==> config.mk <==
export PLATFORM = sky130hd
export DESIGN_NAME = can_frame_reassembly_queue
export DESIGN_NICKNAME = d
export VERILOG_FILES = /design/src/cfrq_pkg.sv /design/src/cfrq_ctrl.sv /design/src/cfrq_dp.sv /design/src/can_frame_reassembly_queue.sv
export SDC_FILE = /design/constraint.sdc
export NUM_CORES = 2
export LEC_CHECK = 0
export BUFFER_PORTS_ARGS = -buffer_cell sky130_fd_sc_hd__buf_2
export CORE_UTILIZATION = 62
export DETAILED_ROUTE_END_ITERATION = 8
export GPL_ROUTABILITY_DRIVEN = 0
export PLACE_DENSITY = 0.81
export REMOVE_ABC_BUFFERS = 1
export SLEW_MARGIN = 25
export SYNTH_ARGS = -nofsm -noshare
export SYNTH_HDL_FRONTEND = slang
export SYNTH_SLANG_ARGS = --single-unit
==> constraint.sdc <==
create_clock -name clk -period 7.77 [get_ports clk]
set_input_delay 1.1655 -clock clk [delete_from_list [all_inputs] [get_ports clk]]
set_output_delay 1.1655 -clock clk [all_outputs]
set_load 0.03 [all_outputs]
==> src/cfrq_pkg.sv <==
//------------------------------------------------------------------------------
// cfrq_pkg: shared types and constants
// Sizes, codes, state encoding and the command and status groups used
// between the controller and the datapath of the reassembly queue.
//------------------------------------------------------------------------------
`default_nettype none
package cfrq_pkg;
    localparam int QUEUE_DEPTH  = 16;
    localparam int FILTER_SLOTS = 16;
    localparam int QW = $clog2(QUEUE_DEPTH);
    localparam int FW = $clog2(FILTER_SLOTS);
    localparam int MAX_OUT = 16;
    localparam int OW = $clog2(MAX_OUT + 1);

    localparam logic [1:0] CMD_FRAME = 2'd0;
    localparam logic [1:0] CMD_READ  = 2'd1;
    localparam logic [1:0] CMD_CLEAR = 2'd2;

    localparam logic [1:0] TYPE_MIDDLE = 2'd0;
    localparam logic [1:0] TYPE_START  = 2'd1;
    localparam logic [1:0] TYPE_STOP   = 2'd2;
    localparam logic [1:0] TYPE_SMALL  = 2'd3;

    localparam logic [2:0] ST_STORED   = 3'd0;
    localparam logic [2:0] ST_FILTERED = 3'd1;
    localparam logic [2:0] ST_FULL     = 3'd2;
    localparam logic [2:0] ST_EMPTY    = 3'd3;
    localparam logic [2:0] ST_CHUNK    = 3'd4;

    typedef enum logic [3:0] {
        S_IDLE, S_FSCAN, S_FDEC, S_REL, S_SKIP,
        S_FIND, S_DELIV, S_SMALL, S_CLEAR
    } state_t;

    typedef struct packed {
        logic       cap;        // capture input item
        logic       fscan;      // step filter slot scan
        logic       frame_dec;  // decide frame outcome
        logic       rel_step;   // release scan step
        logic       skip_step;  // advance consume over stale entry
        logic       find_step;  // search step
        logic       deliv_step; // delivery walk step
        logic       small_out;  // emit small packet
        logic       clr_step;   // clear sweep step
        logic       emit_empty; // emit nothing to read
        logic       emit_zero;  // emit zero chunk when nothing delivered
        logic       emit_clear; // emit clear acknowledge
        logic       deliv_init; // reset walk to consume pointer
    } ctl_t;

    typedef struct packed {
        logic [1:0] cmd;
        logic       fscan_done;
        logic       frame_to_rel;
        logic       rel_done;
        logic       skip_done;
        logic       find_done;
        logic       find_small;
        logic       find_stop;
        logic       deliv_done;
        logic       deliv_any;
        logic       clr_done;
    } sts_t;
endpackage
`default_nettype wire

==> src/cfrq_ctrl.sv <==
//------------------------------------------------------------------------------
// cfrq_ctrl: sequencing state machine
// Steps each command through scans of the filter table and the ring.
//------------------------------------------------------------------------------
`default_nettype none
module cfrq_ctrl
    import cfrq_pkg::*;
(
    input  wire logic clk,
    input  wire logic rst_n,
    input  wire logic start,
    output logic      busy,
    output ctl_t      ctl,
    input  sts_t      sts
);
    state_t state_reg, state_next;

    always_ff @(posedge clk or negedge rst_n)
    begin
        if (!rst_n)
            state_reg <= S_IDLE;
        else
            state_reg <= state_next;
    end

    always_comb
    begin
        state_next = state_reg;
        case (state_reg)
            S_IDLE:  if (start) state_next = S_FSCAN;
            S_FSCAN:
            begin
                case (sts.cmd)
                    CMD_FRAME: if (sts.fscan_done) state_next = S_FDEC;
                    CMD_READ:  state_next = S_FIND;
                    CMD_CLEAR: state_next = S_CLEAR;
                    default:   state_next = S_IDLE;
                endcase
            end
            S_FDEC:  state_next = sts.frame_to_rel ? S_REL : S_IDLE;
            S_REL:   if (sts.rel_done) state_next = S_SKIP;
            S_SKIP:  if (sts.skip_done) state_next = S_IDLE;
            S_FIND:
            begin
                if (sts.find_small)
                    state_next = S_SMALL;
                else if (sts.find_stop)
                    state_next = S_DELIV;
                else if (sts.find_done)
                    state_next = S_IDLE;
            end
            S_SMALL: state_next = S_SKIP;
            S_DELIV: if (sts.deliv_done) state_next = S_SKIP;
            S_CLEAR: if (sts.clr_done) state_next = S_IDLE;
            default: state_next = S_IDLE;
        endcase
    end

    always_comb
    begin
        ctl = '0;
        busy = (state_reg != S_IDLE);
        case (state_reg)
            S_IDLE:  ctl.cap = start;
            S_FSCAN:
            begin
                ctl.fscan = (sts.cmd == CMD_FRAME);
                ctl.deliv_init = 1'b1;
            end
            S_FDEC:  ctl.frame_dec = 1'b1;
            S_REL:   ctl.rel_step = 1'b1;
            S_SKIP:  ctl.skip_step = 1'b1;
            S_FIND:
            begin
                ctl.find_step = 1'b1;
                ctl.emit_empty = sts.find_done && !sts.find_small && !sts.find_stop;
            end
            S_SMALL: ctl.small_out = 1'b1;
            S_DELIV:
            begin
                ctl.deliv_step = 1'b1;
                ctl.emit_zero = sts.deliv_done && !sts.deliv_any;
            end
            S_CLEAR:
            begin
                ctl.clr_step = 1'b1;
                ctl.emit_clear = sts.clr_done;
            end
            default: ctl = '0;
        endcase
    end
endmodule
`default_nettype wire

==> src/cfrq_dp.sv <==
//------------------------------------------------------------------------------
// cfrq_dp: queue datapath
// Ring store, filter table, pointers, scan cursors and result register.
//------------------------------------------------------------------------------
`default_nettype none
module cfrq_dp
    import cfrq_pkg::*;
(
    input  wire logic        clk,
    input  wire logic        rst_n,
    input  wire logic [1:0]  command,
    input  wire logic [1:0]  frame_type,
    input  wire logic [7:0]  frame_source,
    input  wire logic [3:0]  frame_length,
    input  wire logic [63:0] frame_payload,
    input  wire logic        filter_drop,
    input  wire logic [9:0]  read_limit,
    input  ctl_t             ctl,
    output sts_t             sts,
    output logic             done,
    output logic [2:0]       status,
    output logic [7:0]       packet_source,
    output logic [63:0]      chunk_data,
    output logic [3:0]       chunk_count,
    output logic             last
);
    // Entry payloads live in a memory; metadata and used bits in flops.
    logic [63:0]      pay_mem [QUEUE_DEPTH];
    logic [QUEUE_DEPTH-1:0] used_reg;
    logic [1:0]       mtype [QUEUE_DEPTH];
    logic [7:0]       msrc  [QUEUE_DEPTH];
    logic [3:0]       mlen  [QUEUE_DEPTH];
    logic [8:0]       fslot_reg [FILTER_SLOTS];

    logic [QW-1:0] ins_reg, con_reg, cur_reg, stop_reg;
    logic [QW:0]   cnt_reg;
    logic [FW:0]   fidx_reg;
    logic          fhit_reg, ffree_reg;
    logic [FW-1:0] fpos_reg;
    logic [1:0]  cmd_reg, typ_reg;
    logic [7:0]  src_reg;
    logic [3:0]  len_reg;
    logic [63:0] pay_reg;
    logic        drop_reg;
    logic [9:0]  lim_reg;
    logic [10:0] pos_reg;
    logic [OW-1:0] n_reg;
    logic [QW-1:0] small_reg;
    logic        walk_end_reg;

    logic [2:0]  st_reg;
    logic [7:0]  ps_reg;
    logic [63:0] cd_reg;
    logic [3:0]  cc_reg;
    logic        last_reg, done_reg;
    logic [63:0] rd_reg;

    function automatic logic [63:0] bmask(input logic [3:0] c);
        logic [63:0] m;
        m = '0;
        for (int b = 0; b < 8; b++)
            if (4'(b) < c) m[b*8 +: 8] = 8'hff;
        return m;
    endfunction

    logic [QW-1:0] cur_nx;
    logic [QW-1:0] fpos_cur;
    assign cur_nx = cur_reg + 1'b1;
    assign fpos_cur = fidx_reg[FW-1:0];

    // Filter decision helpers
    logic filt_hit;
    assign filt_hit = (typ_reg == TYPE_SMALL && drop_reg) ||
                      (typ_reg == TYPE_START && drop_reg && ffree_reg) ||
                      ((typ_reg == TYPE_MIDDLE || typ_reg == TYPE_STOP) && fhit_reg);
    logic full;
    assign full = (ins_reg + 1'b1 == con_reg);

    logic [10:0] rem;
    logic [3:0]  cchunk;
    logic        chunk_last;
    assign rem = {1'b0, lim_reg} - pos_reg;
    assign cchunk = ({7'd0, mlen[cur_reg]} > rem) ? rem[3:0] : mlen[cur_reg];
    // A chunk is the final one when the walk ends on it, when it reaches the
    // byte limit, or when it is the last chunk slot.
    assign chunk_last = sts.deliv_done ||
                        (pos_reg + {7'd0, cchunk} >= {1'b0, lim_reg}) ||
                        (n_reg == OW'(MAX_OUT - 1));

    always_comb
    begin
        sts = '0;
        sts.cmd = cmd_reg;
        sts.fscan_done = fidx_reg[FW] ||
            ((typ_reg == TYPE_START) && ffree_reg) ||
            ((typ_reg != TYPE_START) && fhit_reg) ||
            (typ_reg == TYPE_SMALL);
        sts.frame_to_rel = !filt_hit && full && typ_reg == TYPE_STOP;
        sts.rel_done = (cur_reg == ins_reg) || (cur_nx == ins_reg);
        sts.skip_done = (con_reg == ins_reg) || used_reg[con_reg];
        sts.find_done = (cur_reg == ins_reg);
        sts.find_small = !sts.find_done && used_reg[cur_reg] && mtype[cur_reg] == TYPE_SMALL;
        sts.find_stop = !sts.find_done && used_reg[cur_reg] && mtype[cur_reg] == TYPE_STOP;
        sts.deliv_done = walk_end_reg && used_reg[cur_reg] && cur_reg == stop_reg;
        sts.deliv_any = (n_reg != '0) ||
            (used_reg[cur_reg] && msrc[cur_reg] == src_reg && pos_reg < {1'b0, lim_reg});
        sts.clr_done = cnt_reg[QW];
    end

    always_ff @(posedge clk)
    begin
        rd_reg <= pay_mem[cur_reg];
        if (ctl.frame_dec && !filt_hit && !full)
            pay_mem[ins_reg] <= pay_reg;
    end

    always_ff @(posedge clk or negedge rst_n)
    begin
        if (!rst_n)
        begin
            used_reg <= '0;
            for (int i = 0; i < FILTER_SLOTS; i++) fslot_reg[i] <= '0;
            ins_reg <= '0; con_reg <= '0; cur_reg <= '0; stop_reg <= '0;
            cnt_reg <= '0; fidx_reg <= '0; fhit_reg <= 1'b0; ffree_reg <= 1'b0;
            fpos_reg <= '0; cmd_reg <= '0; n_reg <= '0; pos_reg <= '0;
            done_reg <= 1'b0; walk_end_reg <= 1'b0; small_reg <= '0;
        end
        else
        begin
            done_reg <= 1'b0;
            if (ctl.cap)
            begin
                cmd_reg <= command; typ_reg <= frame_type; src_reg <= frame_source;
                len_reg <= (frame_length > 4'd8) ? 4'd8 : frame_length;
                pay_reg <= frame_payload; drop_reg <= filter_drop;
                lim_reg <= read_limit;
                fidx_reg <= '0; fhit_reg <= 1'b0; ffree_reg <= 1'b0;
                cnt_reg <= '0;
                if (command == CMD_CLEAR || command == CMD_FRAME ||
                    command == CMD_READ)
                    ; // handled in following states
            end
            if (ctl.deliv_init)
            begin
                cur_reg <= con_reg; n_reg <= '0; pos_reg <= '0;
                if (cmd_reg != CMD_FRAME && cmd_reg != CMD_READ && cmd_reg != CMD_CLEAR)
                    done_reg <= 1'b0;
            end
            if (ctl.fscan && !sts.fscan_done)
            begin
                if (typ_reg == TYPE_START)
                begin
                    if (fslot_reg[fpos_cur] == 9'd0)
                    begin
                        ffree_reg <= 1'b1; fpos_reg <= fpos_cur;
                    end
                end
                else if (fslot_reg[fpos_cur] == {1'b0, src_reg} + 9'd1)
                begin
                    fhit_reg <= 1'b1; fpos_reg <= fpos_cur;
                end
                if (!((typ_reg == TYPE_START) ? fslot_reg[fpos_cur] == 9'd0
                      : fslot_reg[fpos_cur] == {1'b0, src_reg} + 9'd1))
                    fidx_reg <= fidx_reg + 1'b1;
            end
            if (ctl.frame_dec)
            begin
                done_reg <= !sts.frame_to_rel;
                st_reg <= filt_hit ? ST_FILTERED : (full ? ST_FULL : ST_STORED);
                ps_reg <= '0; cd_reg <= '0; cc_reg <= '0; last_reg <= 1'b1;
                cur_reg <= con_reg;
                if (filt_hit)
                begin
                    if (typ_reg == TYPE_START && drop_reg)
                        fslot_reg[fpos_reg] <= {1'b0, src_reg} + 9'd1;
                    else if (typ_reg == TYPE_STOP)
                        fslot_reg[fpos_reg] <= '0;
                end
                else if (!full)
                begin
                    used_reg[ins_reg] <= 1'b1;
                    mtype[ins_reg] <= typ_reg; msrc[ins_reg] <= src_reg;
                    mlen[ins_reg] <= len_reg;
                    ins_reg <= ins_reg + 1'b1;
                end
            end
            if (ctl.rel_step && cur_reg != ins_reg)
            begin
                if (msrc[cur_reg] == src_reg) used_reg[cur_reg] <= 1'b0;
                cur_reg <= cur_nx;
            end
            if (ctl.skip_step)
            begin
                if (!sts.skip_done) con_reg <= con_reg + 1'b1;
                else if (cmd_reg == CMD_FRAME) done_reg <= 1'b1;
            end
            if (ctl.find_step)
            begin
                if (sts.find_stop)
                begin
                    stop_reg <= cur_reg; src_reg <= msrc[cur_reg]; cur_reg <= con_reg;
                end
                else if (sts.find_small)
                    small_reg <= cur_reg;
                else if (!sts.find_done)
                    cur_reg <= cur_nx;
                if (ctl.emit_empty)
                begin
                    done_reg <= 1'b1; st_reg <= ST_EMPTY; ps_reg <= '0;
                    cd_reg <= '0; cc_reg <= '0; last_reg <= 1'b1;
                end
            end
            if (ctl.small_out)
            begin
                done_reg <= 1'b1; st_reg <= ST_CHUNK; ps_reg <= msrc[small_reg];
                cc_reg <= ({6'd0, mlen[small_reg]} < lim_reg) ? mlen[small_reg] : lim_reg[3:0];
                cd_reg <= rd_reg & bmask(({6'd0, mlen[small_reg]} < lim_reg)
                                         ? mlen[small_reg] : lim_reg[3:0]);
                last_reg <= 1'b1;
                used_reg[small_reg] <= 1'b0;
            end
            if (ctl.deliv_step)
            begin
                // two-phase step: payload read registers, then emit
                walk_end_reg <= ~walk_end_reg;
                if (walk_end_reg)
                begin
                    if (used_reg[cur_reg] && msrc[cur_reg] == src_reg)
                    begin
                        if (pos_reg < {1'b0, lim_reg} && n_reg < OW'(MAX_OUT))
                        begin
                            done_reg <= 1'b1; st_reg <= ST_CHUNK; ps_reg <= src_reg;
                            cc_reg <= cchunk; cd_reg <= rd_reg & bmask(cchunk);
                            last_reg <= chunk_last;
                            n_reg <= n_reg + 1'b1;
                            pos_reg <= pos_reg + {7'd0, cchunk};
                        end
                        used_reg[cur_reg] <= 1'b0;
                    end
                    if (!sts.deliv_done) cur_reg <= cur_nx;
                    if (ctl.emit_zero)
                    begin
                        done_reg <= 1'b1; st_reg <= ST_CHUNK; ps_reg <= src_reg;
                        cc_reg <= '0; cd_reg <= '0; last_reg <= 1'b1;
                    end
                end
            end
            if (ctl.clr_step)
            begin
                used_reg <= '0;
                for (int i = 0; i < FILTER_SLOTS; i++) fslot_reg[i] <= '0;
                ins_reg <= '0; con_reg <= '0;
                cnt_reg <= {1'b1, {QW{1'b0}}};
                if (ctl.emit_clear)
                begin
                    done_reg <= 1'b1; st_reg <= ST_STORED; ps_reg <= '0;
                    cd_reg <= '0; cc_reg <= '0; last_reg <= 1'b1;
                end
            end
        end
    end

    assign done = done_reg;
    assign status = st_reg;
    assign packet_source = ps_reg;
    assign chunk_data = cd_reg;
    assign chunk_count = cc_reg;
    assign last = last_reg;
endmodule
`default_nettype wire

==> src/can_frame_reassembly_queue.sv <==
// A small frame skips the filter table scan; other frames first scan the
// filter table, up to FILTER_SLOTS slots. A stop frame that finds the queue
// full releases each queued entry of its source, then skips stale entries.
// A read searches the ring entry by entry, walks its entries with a payload
// read before each emit, then skips stale entries. One command at a time;
// the receiver cannot stall. Reset empties the queue and the filter table.
//------------------------------------------------------------------------------
// can_frame_reassembly_queue: CAN receive reassembly queue
// Ties the sequencing controller to the queue datapath.
//------------------------------------------------------------------------------
`default_nettype none
module can_frame_reassembly_queue
    import cfrq_pkg::*;
(
    input  wire logic        clk,
    input  wire logic        rst_n,
    input  wire logic        start,
    output logic             busy,
    input  wire logic [1:0]  command,
    input  wire logic [1:0]  frame_type,
    input  wire logic [7:0]  frame_source,
    input  wire logic [3:0]  frame_length,
    input  wire logic [63:0] frame_payload,
    input  wire logic        filter_drop,
    input  wire logic [9:0]  read_limit,
    output logic             done,
    output logic [2:0]       status,
    output logic [7:0]       packet_source,
    output logic [63:0]      chunk_data,
    output logic [3:0]       chunk_count,
    output logic             last
);
    // The controller issues one step command per cycle; the datapath answers
    // with scan status and raises done on every result it registers. Busy
    // stays high until the command's work ends, which can be after its last
    // result, and results appear on done for one cycle each.
    ctl_t ctl;
    sts_t sts;

    cfrq_ctrl u_ctrl (
        .clk(clk), .rst_n(rst_n), .start(start), .busy(busy),
        .ctl(ctl), .sts(sts)
    );

    cfrq_dp u_dp (
        .clk(clk), .rst_n(rst_n), .command(command), .frame_type(frame_type),
        .frame_source(frame_source), .frame_length(frame_length),
        .frame_payload(frame_payload), .filter_drop(filter_drop),
        .read_limit(read_limit), .ctl(ctl), .sts(sts), .done(done),
        .status(status), .packet_source(packet_source), .chunk_data(chunk_data),
        .chunk_count(chunk_count), .last(last)
    );
endmodule
`default_nettype wire

Yosys cells after proc, flatten, opt, wreduce, memory -nomap -nowiden
Memory sizes are Yosys's and may differ from the RTL's. A register that Yosys moved wholly into a read port is not among the register bits.
Index checks and enable logic that the tools add are counted.
{"block": "totals", "mem_count": 4, "output_inout_bits": 82, "ram_bits": 1248, "reg_bits": 389, "wordCells": 443, "inputBits": 94}
{"block": "classes", "n_addsub": 8, "n_reduce_logical": 67, "order_cmp": 32, "eq_ne": 36, "n_mux": 238, "bitwise": 14}
{"name": "u_dp.pay_mem", "words": 16, "word_bits": 64, "rd": 1, "rd_clocked_by_memory_dff": 1, "write_ports": 1, "line_no": "cfrq_dp.sv:28", "rtl": "logic [63:0] pay_mem [QUEUE_DEPTH];"}
{"name": "u_dp.msrc", "words": 16, "word_bits": 8, "rd": 2, "rd_clocked_by_memory_dff": 0, "write_ports": 1, "line_no": "cfrq_dp.sv:31", "rtl": "logic [7:0] msrc [QUEUE_DEPTH];"}
{"name": "u_dp.mlen", "words": 16, "word_bits": 4, "rd": 2, "rd_clocked_by_memory_dff": 0, "write_ports": 1, "line_no": "cfrq_dp.sv:32", "rtl": "logic [3:0] mlen [QUEUE_DEPTH];"}
{"name": "u_dp.mtype", "words": 16, "word_bits": 2, "rd": 1, "rd_clocked_by_memory_dff": 0, "write_ports": 1, "line_no": "cfrq_dp.sv:30", "rtl": "logic [1:0] mtype [QUEUE_DEPTH];"}
{"operator": "144-bit two-way mux", "count": 5}
{"operator": "64-bit two-way mux", "count": 11}
{"operator": "8-bit two-way mux", "count": 70}
{"operator": "4-bit two-way mux", "count": 42}
{"operator": "16-bit two-way mux", "count": 10}
{"operator": "144-bit AND", "count": 1}
{"operator": "144-bit bitwise mux", "count": 1}
{"operator": "144-bit inverter", "count": 1}
{"operator": "64-bit AND", "count": 2}
{"operator": "1-bit two-way mux", "count": 58}
{"operator": "11-bit two-way mux", "count": 5}
{"operator": "5-bit two-way mux", "count": 10}
{"operator": "16-bit AND", "count": 3}
{"operator": "9-bit binary-select mux with 4-bit select", "count": 1}
{"operator": "9-bit demux with 4-bit select", "count": 1}
{"operator": "3-bit two-way mux", "count": 12}
{"operator": "4-bit one-hot mux with 9 select lines", "count": 1}
{"operator": "3-bit by 4-bit < comparator with 1-bit output (first input constant)", "count": 8}
{"operator": "16-bit inverter", "count": 2}
{"operator": "1-bit logical AND", "count": 28}
{"operator": "9-bit two-way mux", "count": 3}
{"operator": "4-bit == test", "count": 5}
{"operator": "4-bit by 5-bit < comparator with 1-bit output (second input constant)", "count": 4}
{"operator": "4-bit by 3-bit == test with 1-bit output (second input constant)", "count": 4}
{"operator": "other kinds (48)", "count": 107}

Longest topological paths before layout
{"block": "logic_depth", "word_depth": 23, "mapped_depth": 32, "ltp_nobuf": 29}

Cells and area by module
A second synthesis with hierarchy kept.
{"block": "unflattened", "hier_cells": 3725, "area_unflattened_um2": 69897.0}
{"module": "cfrq_dp", "cells_each": 3663, "area_per_inst_um2": 69411.6, "n_inst": 1}
{"module": "cfrq_ctrl", "cells_each": 62, "area_per_inst_um2": 485.5, "n_inst": 1}

Worst setup path after synthesis
OpenSTA, ideal clock, no wires.
{"block": "synth_path", "path_type": "register -> register", "from": "register u_dp.ins_reg[1]", "to": "register u_dp.used_reg[0]", "setup_time_ns": 0.102, "stages_incl_launch_ff": 12, "path_slack_ns": 0.581, "t_arrival_ns": 7.087, "cell_sequence": "dfrtp_1 -> clkbuf_1 -> inv_1 -> ha_1 -> xor2_1 -> or4_1 -> nor2b_1 -> clkbuf_1 -> nand2_1 -> nor3_1 -> o221ai_1 -> a31oi_1"}
{"block": "synth_via", "elab_chain_len": 18, "elab_cells_between_ends": 23}
{"element": "start, declared", "line_no": "cfrq_dp.sv:35", "rtl": "logic [QW-1:0] ins_reg, con_reg, cur_reg, stop_reg;"}
{"element": "start signal, assigned", "line_no": "cfrq_dp.sv:184", "rtl": "ins_reg <= ins_reg + 1'b1;"}
{"element": "4-bit by 5-bit < comparator with 1-bit output (implied by the code) or 4-bit by 1-bit greater-or-equal comparator with 1-bit output (tied branches)", "line_no": "cfrq_dp.sv:181", "rtl": "used_reg[ins_reg] <= 1'b1;"}
{"element": "1-bit logical AND (implied by the code)", "line_no": "cfrq_dp.sv:181"}
{"element": "1-bit two-way mux (implied by the code)", "line_no": "cfrq_dp.sv:181"}
{"element": "1-bit demux with 4-bit select"}
{"element": "16-bit OR (no line)"}
{"element": "16-bit two-way mux", "line_no": "cfrq_dp.sv:179", "rtl": "else if (!full)"}
{"element": "16-bit two-way mux", "line_no": "cfrq_dp.sv:172", "rtl": "if (filt_hit)"}
{"element": "16-bit two-way mux", "line_no": "cfrq_dp.sv:166", "rtl": "if (ctl.frame_dec)"}
{"element": "[... 2 more ...]"}
{"element": "16-bit two-way mux (*)", "line_no": "cfrq_dp.sv:187", "rtl": "if (ctl.rel_step && cur_reg != ins_reg)"}
{"element": "16-bit AND (no line)"}
{"element": "16-bit two-way mux (*)", "line_no": "cfrq_dp.sv:213", "rtl": "if (ctl.small_out)"}
{"element": "16-bit AND (no line)"}
{"element": "16-bit two-way mux", "line_no": "cfrq_dp.sv:228", "rtl": "if (used_reg[cur_reg] && msrc[cur_reg] == src_reg)"}
{"element": "16-bit two-way mux", "line_no": "cfrq_dp.sv:226", "rtl": "if (walk_end_reg)"}
{"element": "16-bit two-way mux (*)", "line_no": "cfrq_dp.sv:222", "rtl": "if (ctl.deliv_step)"}
{"element": "16-bit two-way mux (*)", "line_no": "cfrq_dp.sv:248", "rtl": "if (ctl.clr_step)"}
{"element": "end signal, assigned by index", "line_no": "cfrq_dp.sv:220", "rtl": "used_reg[small_reg] <= 1'b0;"}
{"element": "end signal, assigned by index", "line_no": "cfrq_dp.sv:238", "rtl": "used_reg[cur_reg] <= 1'b0;"}
{"element": "end signal, assigned", "line_no": "cfrq_dp.sv:250", "rtl": "used_reg <= '0;"}
{"element": "end, declared", "line_no": "cfrq_dp.sv:29", "rtl": "logic [QUEUE_DEPTH-1:0] used_reg;"}
Mark *: on every way between the ends. The rest lies on a longest branch, timed or not.
A chain may end at the register's enable or synchronous reset.

Worst setup path after layout
{"block": "layout_path", "from": "register u_dp.cur_reg[0]", "to": "register u_dp.last_reg, in the netlist u_dp.last (data pin)"}
{"block": "layout_via", "elab_chain_len": 18, "elab_cells_between_ends": 43}
{"element": "start, declared", "line_no": "cfrq_dp.sv:35"}
{"element": "start signal, assigned", "line_no": "cfrq_dp.sv:171", "rtl": "cur_reg <= con_reg;"}
{"element": "start signal, assigned", "line_no": "cfrq_dp.sv:190", "rtl": "cur_reg <= cur_nx;"}
{"element": "start signal, assigned", "line_no": "cfrq_dp.sv:201", "rtl": "stop_reg <= cur_reg; src_reg <= msrc[cur_reg]; cur_reg <= con_reg;"}
{"element": "branches (longest 15 deep; another with 4-bit by 11-bit > comparator with 1-bit output)"}
{"element": "1-bit two-way mux (*)", "line_no": "cfrq_dp.sv:222"}
{"element": "1-bit two-way mux", "line_no": "cfrq_dp.sv:254", "rtl": "if (ctl.emit_clear)"}
{"element": "1-bit two-way mux (*)", "line_no": "cfrq_dp.sv:248"}
{"element": "end signal, assigned", "line_no": "cfrq_dp.sv:234", "rtl": "last_reg <= chunk_last;"}
{"element": "end, declared", "line_no": "cfrq_dp.sv:55", "rtl": "logic last_reg, done_reg;"}
Every way passes the cells marked *. The select of a mux whose other input is x is not followed.

==> results.sh <==
export IMPL_slew_headroom_pct=24.2
export IMPL_layout_cells_most_common="edfxtp_1"
export IMPL_die_area_sq_um=115000
export IMPL_fin_crit_sh_pct=89.7
export IMPL_final_setup_worst_slack_ns=0.797
export IMPL_h_tree_depth=4
export IMPL_netlist_cell_type_count=87
export IMPL_mostFrequentLayoutCells="edfxtp_1, mux4_2, dfrtp_1, nand2_1, buf_2"
export IMPL_first_pass_iters=7
export IMPL_synth_top_area_cell="edfxtp_1"
export IMPL_grt_pass1_vias=41400
export IMPL_cts_made_buffers=168
export IMPL_hold_path_class="flip-flop to flip-flop"
export IMPL_syn_area_per_cell_sq_um=18.2
export IMPL_power_internal_mw=17.9
export IMPL_dpl_hpwl_um=99300
export IMPL_cpMostUsedCell="ha_1"
export IMPL_slew_viol_final=0
export IMPL_synthXorXnorAreaFrac_pct=0.885
export IMPL_grt_usage_pct=32.7
export IMPL_fillers=6604
export IMPL_synth_compound_area_share_pct=4.39
export IMPL_multi_input_area_sq_um=20000
export IMPL_drc_errors=0
export IMPL_seqPwrFrac_pct=45.4
export IMPL_antenna_found_initial=7
export IMPL_p_sw_mw=7.59
export IMPL_synth_edf_count=1417
export IMPL_hold_viol=0
export IMPL_cts_resized=0
export IMPL_area_delta_synth_final_pct=11.7
export IMPL_crit_type="flip-flop to flip-flop"
export IMPL_synth_ff_type="edfxtp_1"
export IMPL_core_sq_um=112000
export IMPL_pre_cts_slack_ns=0.916
export IMPL_synthArstFlopShare_pct=12.7
export IMPL_grt_met2_usage_pct=52.2
export IMPL_syn_area_sq_um=70200
export IMPL_num_rows=123
export IMPL_gr_total_overflow=0
export IMPL_first_iter_violations=6105
export IMPL_worst_pin_slew_ns=1.14
export IMPL_initial_utilization_pct=62.5
export IMPL_clk_latency_ns=0.80
export IMPL_io_pins=176
export IMPL_ant_nets=0
export IMPL_die_x_um=339
export IMPL_synth_area_top_cells="edfxtp_1, mux4_2, dfrtp_1"
export IMPL_cap_violations=0
export IMPL_die_y_um=339
export IMPL_netlist_area_leader_share_pct=60.6
export IMPL_max_stage_delay_ns=0.96
export IMPL_cp_cell_sequence="mux4_2 -> mux4_2 -> ha_1 -> a21oi_1 -> o21a_1 -> nor4_1 -> nand4_1 -> mux2i_1 -> inv_1 -> ha_1 -> inv_1 -> fa_1 -> nor2b_1 -> o21ai_0 -> nand2b_1 -> and3_1 -> nand3_1 -> xnor2_1 -> ha_1 -> a21o_1 -> a211oi_1 -> nand3_1 -> nor3_1 -> a31oi_1"
export IMPL_critPathLaunchType="flip-flop"
export IMPL_synthCells=3857
export IMPL_synth_fa_ha_area_share_pct=0.859
export IMPL_crit_required_ns=8.26
export IMPL_grt_busiest_layer="met2"
export IMPL_peakVddDrop_mv=0.225
export IMPL_wl_um=186000
export IMPL_vias=40500
export IMPL_fin_crit_ns=6.97
export IMPL_leakage_nw=26.2
export IMPL_synth_top_family_by_area="multiplexers"
export IMPL_switching_share_pct=29.8
export IMPL_fin_worst_skew_ns=0.0703
export IMPL_synthMuxAreaShare_pct=17.5
export IMPL_yosys_warnings=0
export IMPL_nets=4196
export IMPL_clk_pin_slew_ns=0.06
export IMPL_met3_usage_pct=7.63
export IMPL_largest_reg_flops=1024
export IMPL_slowest_stage="dfrtp_4"
export IMPL_yosysSeqAreaShare_pct=70.1
export IMPL_fmax_ghz=0.143
export IMPL_powerDensity_nw_per_um2=325
export IMPL_root_buffer="clkbuf_16"
export IMPL_status="finished, final reports clean"
export IMPL_grt_pass1_wl_um=272000
export IMPL_crit_buf_inv=2
export IMPL_final_setup_viol_count=0
export IMPL_grt_start_max_net_pins=179
export IMPL_synth_seq_cells=1697
export IMPL_pwr_share_clk_pct=31.5
export IMPL_via_per_inst=7.11
export IMPL_cts_tree="done"
export IMPL_cts_sinks=1697
export IMPL_postCtsSetupBuffers=0
export IMPL_hold_buffers=0
export IMPL_io_buffers=175
export IMPL_combPwrFrac_pct=23.1
export IMPL_synthSimpleGateAreaFrac_pct=4.44
export IMPL_whs_ns=0.480
export IMPL_layout_drive_gt1_share_pct=26.2
export IMPL_use_met1_pct=43.3
export IMPL_setup_worst_path_end_class="flip-flop"
export IMPL_rsz0062_at_grt="no"
export IMPL_path_max_fanout=46
export IMPL_path_delay_family="simple AND/OR/NAND/NOR gates"
export IMPL_register_area_sq_um=49300
export IMPL_wl_per_cell_um=32.6
export IMPL_arrival_ns=7.47
export IMPL_cts_buffer_depth=3
[layer usage]
metal  part of all wire (%)  routed length [um]
met1                     35               64400
met2                     49               90100
met3                     12               22300
met4                    4.7                8770
met5                  0.046                  86
[cell type report]
class,count,share of cell area (%)
Inverter,50,0.239
Timing Repair Buffer,266,2.16
Tap cell,1500,2.39
Sequential cell,1697,62.8
Antenna cell,1,0.00319
Clock inverter,85,1.12
Clock buffer,221,5.81
Multi-Input combinational cell,1872,25.5
[worst min-delay path, cell delays in order, from the launching register on]
cell     delay (ns)
dfrtp_1        0.34
nand2_1        0.04
o21ai_0        0.06
[per-stage QoR]
stage               instances  TNS [ns]  area, sq um  total power [mW]  util (%)
floorplan                3619  -1584.04        69200              16.6         -
global placement         5382         0        72900              17.2      64.9
detailed placement       5384         0        73000              17.4      65.0
CTS                      5690         0        78400              25.5      69.8
global route             5691         0        78500              26.3      69.8
finish                   5692         0        78500              25.5      69.8
[cell families after synthesis]
logic type / count (synthesis)
muxes: 640
buffers and inverters: 288
adders and majority gates: 47
xor gates and xnor gates: 71
DFF: 1697
AOI/OAI and AO/OA: 454
and+or+nand+nor: 660
[synthesized netlist by cell type (all sizes together) (25+ instances only)]
master	number
edfxtp	1417
mux4	468
dfrtp	216
nand2	193
nor2	187
mux2i	141
clkbuf	133
a21oi	112
buf	105
o21ai	93
nand3	80
dfxtp	64
and3	48
inv	48
ha	45
o31ai	41
xnor2	37
nor3	35
xor2	34
mux2	31
a22o	25
a31oi	25
[final timing paths]
check | start | slack, ns | endpoint | cells past startpoint
min in group asynchronous | rst_n | 0.53 | u_dp.small_reg[3] | 1
hold / removal | u_dp.fslot_reg[58] | 0.48 | u_dp.fslot_reg[58] | 2
setup reg to reg | u_dp.cur_reg[0] | 0.80 | u_dp.last | 24
setup / recovery | u_dp.cur_reg[0] | 0.80 | u_dp.last | 24
hold reg to reg | u_dp.fslot_reg[58] | 0.48 | u_dp.fslot_reg[58] | 2
max in group asynchronous | rst_n | 5.76 | u_dp.fslot_reg[0] | 2
[power groups by stage]
stage / clock network, mW / registers (mW) / logic (mW)
after floorplan: 0 / 12.2 / 4.39
after global placement: 0 / 11.7 / 5.55
after detailed placement: 0 / 11.7 / 5.71
after CTS: 8.08 / 11.5 / 5.84
after global routing: 8.42 / 11.6 / 6.22
final: 8.04 / 11.6 / 5.88
No activity file was read; power rests on OpenSTA's default activity.
